[config.mk]
export PLATFORM = sky130hd
export DESIGN_NAME = i2c_master_bit_sequencer_flat
export DESIGN_NICKNAME = d
export VERILOG_FILES = /design/src/rtl/i2cms_pkg.sv /design/src/rtl/i2cms_if.sv /design/src/rtl/i2c_master_bit_sequencer.sv /design/src/flat_wrapper.sv
export SDC_FILE = /design/constraint.sdc
export NUM_CORES = 1
export LEC_CHECK = 0
export ABC_AREA = 1
export ABC_CLOCK_PERIOD_IN_PS = 3300
export BUFFER_PORTS_ARGS = -buffer_cell sky130_fd_sc_hd__buf_2
export CAP_MARGIN = 20
export CORE_MARGIN = 2
export CORE_UTILIZATION = 58
export DETAILED_ROUTE_END_ITERATION = 6
export GPL_ROUTABILITY_DRIVEN = 0
export PLACE_DENSITY_LB_ADDON = 0.2
export SYNTH_ARGS = -nofsm -noshare
export SYNTH_HDL_FRONTEND = slang
export SYNTH_SLANG_ARGS = --single-unit
[constraint.sdc]
create_clock -name clk -period 3.3 [get_ports clk]
set_input_delay 0.33 -clock clk [delete_from_list [all_inputs] [get_ports clk]]
set_output_delay 0.33 -clock clk [all_outputs]
set_load 0.05 [all_outputs]
[src/rtl/i2cms_pkg.sv]
// ----------------------------------------------------------------------------
// i2cms_pkg
// Types, command codes and sequence lengths for the I2C master bit sequencer.
// ----------------------------------------------------------------------------
package i2cms_pkg;

    localparam int PortWidth = 8;
    localparam int PinWidth  = 3;
    localparam int OpWidth   = 3;
    localparam int SlotWidth = 6;

    localparam logic [OpWidth-1:0] CMD_NONE  = 3'd0;
    localparam logic [OpWidth-1:0] CMD_START = 3'd1;
    localparam logic [OpWidth-1:0] CMD_STOP  = 3'd2;
    localparam logic [OpWidth-1:0] CMD_WRITE = 3'd3;
    localparam logic [OpWidth-1:0] CMD_READ  = 3'd4;

    localparam logic CFG_CLOCK_PIN = 1'b0;
    localparam logic CFG_DATA_PIN  = 1'b1;

    localparam logic [SlotWidth-1:0] WR_ACK_DATA   = 6'd32;
    localparam logic [SlotWidth-1:0] WR_ACK_CLOCK  = 6'd33;
    localparam logic [SlotWidth-1:0] WR_ACK_SAMPLE = 6'd34;
    localparam logic [SlotWidth-1:0] RD_LAST_BIT   = 6'd24;
    localparam logic [SlotWidth-1:0] RD_ACK_DATA   = 6'd25;
    localparam logic [SlotWidth-1:0] RD_ACK_CLOCK  = 6'd26;
    localparam logic [SlotWidth-1:0] RD_ACK_LOW    = 6'd28;
    localparam logic [SlotWidth-1:0] RD_RELEASE    = 6'd29;

    typedef struct packed {
        logic [OpWidth-1:0]   opcode;
        logic [PortWidth-1:0] tx_byte;
        logic                 ack_to_send;
        logic [PortWidth-1:0] port_in;
    } cmd_item_t;

    typedef struct packed {
        logic [PortWidth-1:0] port_out;
        logic                 busy_res;
        logic                 done_res;
        logic [PortWidth-1:0] rx_byte;
        logic                 ack_received;
    } res_item_t;

    // last slot index of each command
    function automatic logic [SlotWidth-1:0] last_slot(input logic [OpWidth-1:0] cmd);
        logic [SlotWidth-1:0] s;
        unique case (cmd)
            CMD_START: s = 6'd3;
            CMD_STOP:  s = 6'd2;
            CMD_WRITE: s = 6'd35;
            CMD_READ:  s = 6'd29;
            default:   s = 6'd0;
        endcase
        return s;
    endfunction

endpackage

[src/rtl/i2cms_if.sv]
// ----------------------------------------------------------------------------
// i2cms_cmd_if / i2cms_res_if
// Valid/ready channels carrying command items and result items.
// ----------------------------------------------------------------------------
interface i2cms_cmd_if;
    logic                  valid;
    logic                  ready;
    i2cms_pkg::cmd_item_t  data;

    modport source (output valid, output data, input ready);
    modport sink   (input valid, input data, output ready);
endinterface

interface i2cms_res_if;
    logic                  valid;
    logic                  ready;
    i2cms_pkg::res_item_t  data;

    modport source (output valid, output data, input ready);
    modport sink   (input valid, input data, output ready);
endinterface

[src/rtl/i2c_master_bit_sequencer.sv]
// ----------------------------------------------------------------------------
// i2c_master_bit_sequencer
// I2C master that drives SCL and SDA on two selectable bits of an 8-bit port.
//
// Each item on the cmd channel is one delay slot: it carries an optional
// command (start, stop, write byte, read byte), the byte to send, the ACK
// choice for a read and the sampled port pins. Every accepted item yields
// exactly one item on the res channel: port drive value, busy, done,
// received byte and ACK flag. Commands arriving while busy are ignored.
// The slot sequence itself is one tick per item: start 4, stop 3,
// write 36, read 30.
// Latency: the result of an item is presented the cycle after acceptance.
// Throughput: one item per cycle; the single result register is reloaded
// in the same cycle it is taken, so cmd.ready follows res.ready.
// When the receiver stalls, the result is held and cmd.ready drops until
// it is taken. Reset: lines released, idle, SCL on bit 0, SDA on bit 1,
// no result pending. cfg_we writes clock_pin (index 0) or data_pin (1).
// ----------------------------------------------------------------------------
module i2c_master_bit_sequencer (
    input  logic                          clk,
    input  logic                          rst_n,
    input  logic                          cfg_we,
    input  logic                          cfg_index,
    input  logic [i2cms_pkg::PinWidth-1:0] cfg_data,
    i2cms_cmd_if.sink                     cmd,
    i2cms_res_if.source                   res
);

    logic [i2cms_pkg::PinWidth-1:0]  clock_pin_reg;
    logic [i2cms_pkg::PinWidth-1:0]  data_pin_reg;
    logic                            clock_level_reg, clock_level_next;
    logic                            data_level_reg, data_level_next;
    logic [i2cms_pkg::OpWidth-1:0]   active_reg, active_next;
    logic [i2cms_pkg::SlotWidth-1:0] slot_reg, slot_next;
    logic [1:0]                      phase_reg, phase_next;
    logic [i2cms_pkg::PortWidth-1:0] shift_reg, shift_next;
    logic [i2cms_pkg::PortWidth-1:0] tx_reg, tx_next;
    logic                            ack_choice_reg, ack_choice_next;
    logic                            ack_flag_reg, ack_flag_next;
    logic                            res_valid_reg;
    i2cms_pkg::res_item_t            res_reg, res_next;

    logic                            accept;
    logic                            start;
    logic [i2cms_pkg::OpWidth-1:0]   op;
    logic [i2cms_pkg::OpWidth-1:0]   cmd_eff;
    logic [i2cms_pkg::SlotWidth-1:0] slot_eff;
    logic [1:0]                      phase_eff;
    logic                            sda_in;
    logic                            done;
    logic [i2cms_pkg::PortWidth-1:0] drive;

    assign cmd.ready = !res_valid_reg || res.ready;
    assign accept    = cmd.valid && cmd.ready;
    assign res.valid = res_valid_reg;
    assign res.data  = res_reg;

    assign op     = cmd.data.opcode;
    assign sda_in = cmd.data.port_in[data_pin_reg];
    assign start  = (active_reg == i2cms_pkg::CMD_NONE) &&
                    (op == i2cms_pkg::CMD_START || op == i2cms_pkg::CMD_STOP ||
                     op == i2cms_pkg::CMD_WRITE || op == i2cms_pkg::CMD_READ);

    always_comb
    begin
        cmd_eff          = start ? op : active_reg;
        slot_eff         = start ? '0 : slot_reg;
        phase_eff        = start ? 2'd0 : phase_reg;
        tx_next          = (start && op == i2cms_pkg::CMD_WRITE) ? cmd.data.tx_byte : tx_reg;
        ack_choice_next  = (start && op == i2cms_pkg::CMD_READ) ? cmd.data.ack_to_send
                                                                 : ack_choice_reg;
        shift_next       = (start && op == i2cms_pkg::CMD_READ) ? '0 : shift_reg;
        clock_level_next = clock_level_reg;
        data_level_next  = data_level_reg;
        ack_flag_next    = ack_flag_reg;
        phase_next       = phase_eff;

        unique case (cmd_eff)
            i2cms_pkg::CMD_START:
            begin
                unique case (slot_eff[1:0])
                    2'd0:    clock_level_next = 1'b1;
                    2'd1:    data_level_next  = 1'b1;
                    2'd2:    data_level_next  = 1'b0;
                    default: clock_level_next = 1'b0;
                endcase
            end
            i2cms_pkg::CMD_STOP:
            begin
                unique case (slot_eff[1:0])
                    2'd0:    data_level_next  = 1'b0;
                    2'd1:    clock_level_next = 1'b1;
                    default: data_level_next  = 1'b1;
                endcase
            end
            i2cms_pkg::CMD_WRITE:
            begin
                if (slot_eff < i2cms_pkg::WR_ACK_DATA)
                begin
                    unique case (slot_eff[1:0])
                        2'd0:    data_level_next  = tx_next[~slot_eff[4:2]];
                        2'd1:    clock_level_next = 1'b1;
                        2'd2:    clock_level_next = clock_level_reg;
                        default: clock_level_next = 1'b0;
                    endcase
                end
                else if (slot_eff == i2cms_pkg::WR_ACK_DATA)
                    data_level_next = 1'b1;
                else if (slot_eff == i2cms_pkg::WR_ACK_CLOCK)
                    clock_level_next = 1'b1;
                else if (slot_eff == i2cms_pkg::WR_ACK_SAMPLE)
                    ack_flag_next = !sda_in;
                else
                    clock_level_next = 1'b0;
            end
            i2cms_pkg::CMD_READ:
            begin
                if (slot_eff == '0)
                    data_level_next = 1'b1;
                else if (slot_eff <= i2cms_pkg::RD_LAST_BIT)
                begin
                    // bit phase: clock high, sample, clock low
                    phase_next = (phase_eff == 2'd2) ? 2'd0 : phase_eff + 2'd1;
                    if (phase_eff == 2'd0)
                        clock_level_next = 1'b1;
                    else if (phase_eff == 2'd1)
                        shift_next = {shift_next[i2cms_pkg::PortWidth-2:0], sda_in};
                    else
                        clock_level_next = 1'b0;
                end
                else if (slot_eff == i2cms_pkg::RD_ACK_DATA)
                    data_level_next = !ack_choice_next;
                else if (slot_eff == i2cms_pkg::RD_ACK_CLOCK)
                    clock_level_next = 1'b1;
                else if (slot_eff == i2cms_pkg::RD_ACK_LOW)
                    clock_level_next = 1'b0;
                else if (slot_eff == i2cms_pkg::RD_RELEASE)
                    data_level_next = 1'b1;
            end
            default:
            begin
                clock_level_next = clock_level_reg;
            end
        endcase

        done = (cmd_eff != i2cms_pkg::CMD_NONE) &&
               (slot_eff == i2cms_pkg::last_slot(cmd_eff));
        if (cmd_eff == i2cms_pkg::CMD_NONE || done)
        begin
            active_next = i2cms_pkg::CMD_NONE;
            slot_next   = '0;
        end
        else
        begin
            active_next = cmd_eff;
            slot_next   = slot_eff + 6'd1;
        end

        drive = '1;
        if (!clock_level_next)
            drive[clock_pin_reg] = 1'b0;
        if (!data_level_next)
            drive[data_pin_reg] = 1'b0;

        res_next.port_out     = drive;
        res_next.busy_res     = (active_next != i2cms_pkg::CMD_NONE);
        res_next.done_res     = done;
        res_next.rx_byte      = shift_next;
        res_next.ack_received = ack_flag_next;
    end

    always_ff @(posedge clk or negedge rst_n)
    begin
        if (!rst_n)
        begin
            clock_pin_reg   <= 3'd0;
            data_pin_reg    <= 3'd1;
            clock_level_reg <= 1'b1;
            data_level_reg  <= 1'b1;
            active_reg      <= i2cms_pkg::CMD_NONE;
            slot_reg        <= '0;
            phase_reg       <= 2'd0;
            shift_reg       <= '0;
            tx_reg          <= '0;
            ack_choice_reg  <= 1'b0;
            ack_flag_reg    <= 1'b0;
            res_valid_reg   <= 1'b0;
        end
        else
        begin
            if (cfg_we)
            begin
                if (cfg_index == i2cms_pkg::CFG_CLOCK_PIN)
                    clock_pin_reg <= cfg_data;
                else
                    data_pin_reg <= cfg_data;
            end
            if (accept)
            begin
                clock_level_reg <= clock_level_next;
                data_level_reg  <= data_level_next;
                active_reg      <= active_next;
                slot_reg        <= slot_next;
                phase_reg       <= phase_next;
                shift_reg       <= shift_next;
                tx_reg          <= tx_next;
                ack_choice_reg  <= ack_choice_next;
                ack_flag_reg    <= ack_flag_next;
                res_valid_reg   <= 1'b1;
            end
            else if (res.ready)
                res_valid_reg <= 1'b0;
        end
    end

    always_ff @(posedge clk)
    begin
        if (accept)
            res_reg <= res_next;
    end

    // a finished command never reports busy
    assert property (@(posedge clk) disable iff (!rst_n)
        res_valid_reg && res_reg.done_res |-> !res_reg.busy_res)
        else $error("done result still reports busy");

    // slot counter stays inside the running command
    assert property (@(posedge clk) disable iff (!rst_n)
        active_reg != i2cms_pkg::CMD_NONE |-> slot_reg <= i2cms_pkg::last_slot(active_reg))
        else $error("slot counter beyond command length");

    // idle sequencer keeps its slot counter cleared
    assert property (@(posedge clk) disable iff (!rst_n)
        active_reg == i2cms_pkg::CMD_NONE |-> slot_reg == '0)
        else $error("slot counter not cleared while idle");

    // read bit phase never reaches three
    assert property (@(posedge clk) disable iff (!rst_n)
        phase_reg != 2'd3)
        else $error("read bit phase out of range");

    // state only moves when an item is accepted
    assert property (@(posedge clk) disable iff (!rst_n)
        !$past(accept) |-> $stable(active_reg) && $stable(slot_reg))
        else $error("sequencer state changed without an item");

endmodule

[src/flat_wrapper.sv]
// flat-port wrapper written by rule: the top's interface ports become plain ports
module i2c_master_bit_sequencer_flat 
  (clk, rst_n, cfg_we, cfg_index, cfg_data, cmd_valid, cmd_data, cmd_ready, res_valid, res_data, res_ready);
  i2cms_cmd_if cmd_i ();
  i2cms_res_if res_i ();
  input  logic clk;
  input  logic rst_n;
  input  logic cfg_we;
  input  logic cfg_index;
  input  logic [i2cms_pkg::PinWidth-1:0] cfg_data;
  input wire logic [$bits(cmd_i.valid)-1:0] cmd_valid;
  input wire logic [$bits(cmd_i.data)-1:0] cmd_data;
  output wire logic [$bits(cmd_i.ready)-1:0] cmd_ready;
  output wire logic [$bits(res_i.valid)-1:0] res_valid;
  output wire logic [$bits(res_i.data)-1:0] res_data;
  input wire logic [$bits(res_i.ready)-1:0] res_ready;
  assign cmd_i.valid = cmd_valid;
  assign cmd_i.data = cmd_data;
  assign cmd_ready = cmd_i.ready;
  assign res_valid = res_i.valid;
  assign res_data = res_i.data;
  assign res_i.ready = res_ready;
  i2c_master_bit_sequencer u_core (.clk(clk), .rst_n(rst_n), .cfg_we(cfg_we), .cfg_index(cfg_index), .cfg_data(cfg_data), .cmd(cmd_i), .res(res_i));
endmodule
==> impl_metrics.ini, run 1 <==
[sta]
finalSetupViolations = 0
fin_crit_ns = 2.792
hold_viol = 0
finalCritPeriodShare_pct = 84.62
clock-skew-final_ns = 0.008687
slew_viol_final = 0
rsz0062_at_grt = no
finalSetupTns_ns = 0
slew-limit-headroom_pct = 42.52
worst_pin_slew_ns = 0.8622
hold_ws_ns = 0.09745
fmax_ghz = 0.3581

[drt]
vias_per_cell = 5.492
wire_per_inst_um = 13.07
vias = 3493
first_pass_iters = 6
drc_errors = 0
drt_iter0_drc = 258
finalWirelength_um = 8311
antenna_left = 0

[synthesis]
synth-seq-cells = 57
netlist.area_leader.share_pct = 24.03
synthCells = 506
ys.warnings.count = 0
ys_seq_area_share_pct = 41.85
async_flop_share_pct = 66.67
synthesis.area_um2 = 3645
yosysTopAreaCell = dfrtp_1
synth_enable_flop_cells = 19
synthTopCellsByArea = dfrtp_1, edfxtp_1, nand2_1
syn_area_per_cell_um2 = 7.203
synth.distinct_cells = 39
synth_ff_type = dfrtp_1
syn_nets = 539

[critical_path]
cp_slowest_cell = dfrtp_1
r2r-start = u_core.active_reg[1]
critPathMostFrequentCell = nand2_1
critPathLaunch = u_core.active_reg[1]
criticalPathCategory = reg2reg
critPathMaxFanout = 9
cp_top_family = simple AND/OR/NAND/NOR gates
max_stage_delay_ns = 0.41
critPathBufInv = 3
startpoint_type = flop
end_kind = flop
crit_chain = nor2_2 -> nand2_2 -> inv_1 -> nand2_1 -> nand2_1 -> ha_1 -> inv_1 -> a21oi_1 -> nand2_1 -> nand2_2 -> nand2_1 -> nand3_1 -> nand4_4 -> inv_2 -> nand2_1 -> nand3_1 -> nand2_1
arrival_ns = 2.89
worstPathRequired_ns = 3.40

[min_path]
min_path_type = in2async

[layout]
syn_to_final_growth_pct = 13.83
fillers = 496
drive_above_1_share_pct = 18.72
fin_cells = 636
largest_reg_flops = 19
final_net_count = 589
antenna_cells = 0

[job]
drv_cap = 0

[die]
die_area_um2 = 6934
die_x_um = 83.27
coreArea_um2 = 5991
io_pins = 50
start_util_pct = 60.84
floorplan.die.height_um = 83.27
rows = 28

[global_routing]
grt_use_total_pct = 25.18
antenna_found_initial = 0
grt_pass1_vias = 3278
overflow = 0
grt_pass1_wl_um = 14320
grt_max_degree = 39

[pwr]
p_leak_nw = 2.000
p_per_area_nw_per_um2 = 928.3
peakVddDrop_mv = 0.6160

[cts]
clk_latency_ns = 0.34
postCtsSetupBuffers = 0
postCtsHoldBufs = 0
cts.sinks = 57
cts_root_buf = clkbuf_8
cts_tree = done
cts_buffer_depth = 2
cts_max_level = 3
cts_resized = 0
cts_buffers = 9
cts.clk_slew.worst_paths_ns = 0.07

[place]
io_buffer_count = 49
hpwlAfterDp_um = 5980
dp.cells = 620

[outcome]
outcome = completed
[worst paths after layout]
path	cells past startpoint	slack, ns	to
min	1	0.1	u_core.tx_reg[0]
max	17	0.51	u_core.res.data[12]
max reg2reg	17	0.51	u_core.res.data[12]
min in group clk	3	0.25	u_core.data_pin_reg[0]
max in group asynchronous	1	2.66	u_core.slot_reg[5]
min reg2reg	2	0.49	u_core.shift_reg[7]
[area by class of cell]
type                            instances  area [um2]  area share [%]
Multi-Input combinational cell        359        1752           42.22
Sequential cell                        57        1525           36.76
Inverter                               76       285.3           6.876
Timing Repair Buffer                   53       275.3           6.634
Clock buffer                            9       123.9           2.986
Clock inverter                          7       93.84           2.262
Tap cell                               75       93.84           2.262
[through the flow]
step / worst slack [ns] / util (%) / instance area, um2 / power, mW
final: 0.5076 / 69.26 / 4149 / 3.851
after global routing: 0.2725 / 69.26 / 4149 / 4.142
after CTS: 0.5585 / 69.26 / 4149 / 3.842
after detailed placement: 0.5208 / 65.62 / 3931 / 3.106
after global placement: 0.5556 / 65.62 / 3931 / 3.066
after floorplan: 0.8234 / - / 3645 / 2.726
[per-layer routing]
layer | wire length [um] | track usage, % | up-vias
li1 | - | - | 1741
met1 | 3731 | 32.86 | 1582
met2 | 3911 | 41.86 | 153
met3 | 520 | 5.070 | 17
met4 | 148 | 8.495 | 0
met5 | 0 | 0 | -
[worst reg2reg max path: cells and delay by family (launching register included)]
family,cells,cell delay [ns]
and+or+nand+nor,12,1.31
adders and majority gates,1,0.26
AOI/OAI and AO/OA,1,0.20
DFF,1,0.41
buffers and inverters,3,0.36
[synth_stat cells, drive strengths merged (2+ instances only)]
| master | count |
|---|---|
| nand2 | 143 |
| inv | 76 |
| nor2 | 72 |
| o21ai | 46 |
| nand3 | 41 |
| dfrtp | 35 |
| edfxtp | 19 |
| a21oi | 15 |
| clkbuf | 9 |
| nor3 | 9 |
| nand4 | 7 |
| a31oi | 5 |
| buf | 5 |
| o22ai | 5 |
| ha | 4 |
| dfstp | 3 |
| o211ai | 2 |
| o31ai | 2 |
[power breakdown]
group	switching [mW]	internal, mW	leakage [nW]	total (mW)
sequential	0.133	1.04	0.659	1.17
combinational	1.37	0.577	1.24	1.95
clock	0.303	0.424	0.106	0.728
total	1.81	2.04	2.00	3.85
[cells by family after synthesis]
kind of cell	Yosys count	synth area share, %
compound gates	80	12.53
xor+xnor	1	0.2403
fa+ha+maj	4	1.373
buf+inv	90	10.09
flops	57	41.85
simple gates	274	33.92
[layout by cell type, fill, tap and decap left out, drive strengths merged, types with 2 or more instances in the layout]
| cell | count |
|---|---|
| o31ai | 2 |
| o211ai | 2 |
| a31oi | 5 |
| edfxtp | 19 |
| nor2 | 72 |
| o22ai | 5 |
| nand4 | 7 |
| ha | 4 |
| bufinv | 2 |
| dfstp | 3 |
| nand2 | 143 |
| clkinv | 2 |
| o21ai | 46 |
| a21oi | 15 |
| buf | 53 |
| clkinvlp | 2 |
| nor3 | 9 |
| inv | 77 |
| clkbuf | 9 |
| nand3 | 41 |
| dfrtp | 35 |
(Power assumes the default switching activity.)
==> run 2: changes to the inputs <==
- ABC_CLOCK_PERIOD_IN_PS: 3300 -> 2400
- CORE_UTILIZATION: 58 -> 52
- clock period: 3.3 -> 2.4 ns (I/O delays scaled with it)
==> run 2 against run 1 <==
The run now ends with setup timing left; die area increased by 11%; utilization increased by 0.15 points; critical path depth unchanged; total power increased by 63%; first-iteration DRC count increased by 5.8%; largest power group unchanged.
==> impl_metrics.ini, run 2 (same netlist as run 1, synthesis figures left out) <==
[place]
place_ws_ns = -0.1567
io_buffer_count = 49
hpwlAfterDp_um = 6227
dp.cells = 666
place_area_um2 = 4170

[pwr]
comb_power_share_pct = 55.8
power_mw = 6.287
intPower_mw = 3.357
p_per_area_nw_per_um2 = 1333
peakVddDrop_mv = 0.8195
swShare_pct = 46.61
switchingPower_mw = 2.930
seqPwrFrac_pct = 25.9
p_clk_share_pct = 18.3
p_leak_nw = 2.234

[drt]
vias = 3713
antenna_left = 0
vias_per_cell = 5.342
wire_per_inst_um = 14.12
first_pass_iters = 5
drc_errors = 0
finalWirelength_um = 9810
drt_iter0_drc = 273

[global_routing]
grt_pass1_wl_um = 15440
grt_max_degree = 49
grt_use_total_pct = 25.31
antenna_found_initial = 0
grt-busiest-layer = met2
grtUsageMet3_pct = 4.241
met1_usage_pct = 34.07
grt.met2_usage_pct = 41.74
grt_pass1_vias = 3384
overflow = 0

[cts]
cts_root_buf = clkbuf_8
cts_buffer_depth = 2
cts_max_level = 3
cts.sinks = 57
clk_latency_ns = 0.35
cts_tree = done
cts.clk_slew.worst_paths_ns = 0.08
cts_buffers = 9

[sta]
slew-limit-headroom_pct = 40.25
fmax_ghz = 0.4030
rsz0062_at_grt = yes
hold_ws_ns = 0.02079
fin_ws_ns = -0.08126
clock-skew-final_ns = 0.01171
slew_viol_final = 0
hold_viol = 0
finalCritPeriodShare_pct = 103.4
finalSetupTns_ns = -0.3141
worst_pin_slew_ns = 0.8963
fin_crit_ns = 2.481
finalSetupViolations = 9

[die]
die_x_um = 87.72
start_util_pct = 53.65
die_area_um2 = 7695
coreArea_um2 = 6794
floorplan.die.height_um = 87.72
io_pins = 50
rows = 30

[layout]
largest_reg_flops = 19
final_net_count = 627
mostFrequentLayoutCell = nand2_1
ff_latch_area_um2 = 1525
drive_above_1_share_pct = 29.72
final_util_pct = 69.41
fin_cells = 695
fillers = 545
syn_to_final_growth_pct = 29.39
final_area_um2 = 4716
antenna_cells = 0
multiInputGateArea_um2 = 1966
final_cell_mix = nand2_1, inv_1, nor2_1, buf_2

[critical_path]
critPathMaxFanout = 6
end_kind = flop
startpoint_type = flop
rr_worst_depth = 17
reg2reg_slack_ns = -0.08
worst-path-stages = 17
r2r-start = u_core.active_reg[0]
arrival_ns = 2.70
critPathBufInv = 6
max_stage_delay_ns = 0.40
critPathMostFrequentCell = inv_2
criticalPathCategory = reg2reg
cp_top_family = simple AND/OR/NAND/NOR gates
worstPathRequired_ns = 2.62
cp_slowest_cell = dfrtp_1
crit_chain = nor2_2 -> nand2_2 -> inv_2 -> nand2_4 -> nand2_4 -> inv_2 -> buf_4 -> ha_1 -> inv_2 -> nand2_1 -> o22ai_1 -> inv_2 -> nand4_4 -> clkinvlp_4 -> nand2_1 -> nand3_1 -> nand2_1
r2r_end = u_core.res.data[15]

[job]
drv_cap = 0

[outcome]
violations = setup timing
outcome = complete, but fails checks

[min_path]
min_path_type = in2async
[run 2: changes by cell type in the layout (fill, tap and decap cells not counted), moves of 5 or more]
cell     previous run  this run
nand2_2             5        12
buf_4               4        33
inv_1              69        62
nor2_1             64        59
nand2_1           137       125
inv_2               7        12
nand2_4             1         6
[run 2: cell type report]
| type | count | area share [%] |
|---|---|---|
| repair buffers | 87 | 11.83 |
| multi-input cells | 362 | 41.68 |
| well taps | 96 | 2.547 |
| inverters | 76 | 6.155 |
| clock buffers | 9 | 2.627 |
| repair inverters | 1 | 0.1592 |
| flip-flops and latches | 57 | 32.34 |
| clock inverters | 7 | 2.653 |
[run 2: repair_timing]
action	CTS	global route
pin swaps	4	18
gates resized for setup	11	44
hold buffers	0	0
cloned	2	2
setup endpoints to repair	9	35
buffers inserted	3	6
[run 2: worst max path at each step]
stage,from,endpoint,slack [ns]
2_1_floorplan,u_core.active_reg[1],u_core.res.data[11],0.02
3_3_place_gp,u_core.active_reg[0],u_core.res.data[17],-0.07
3_5_place_dp,u_core.active_reg[0],u_core.res.data[14],-0.16
4_1_cts,u_core.active_reg[1],u_core.res.data[14],0.01
5_1_grt,u_core.active_reg[0],u_core.res.data[15],-0.17
6_report,u_core.active_reg[0],u_core.res.data[15],-0.08
[run 2: layer usage]
layer  wire, um  vias to the layer above
met5          0                        -
met4        189                        0
met3        485                       19
met2       4782                      144
met1       4353                     1730
li1           -                     1820
[run 2: power groups by stage]
stage	Sequential [mW]	Clock [mW]	Combinational, mW
2_1_floorplan	2.00	0	1.78
3_3_place_gp	1.62	0	2.84
3_5_place_dp	1.63	0	2.91
4_1_cts	1.62	1.16	3.08
5_1_grt	1.66	1.20	3.85
6_report	1.63	1.15	3.51
[run 2: worst reg2reg max path: stages, from the launching register on]
cell and delay [ns]:
dfrtp_1 0.40, nor2_2 0.14, nand2_2 0.07, inv_2 0.07, nand2_4 0.07, nand2_4 0.11, inv_2 0.06, buf_4 0.14
ha_1 0.22, inv_2 0.09, nand2_1 0.07, o22ai_1 0.25, inv_2 0.11, nand4_4 0.18, clkinvlp_4 0.16, nand2_1 0.09
nand3_1 0.06, nand2_1 0.07
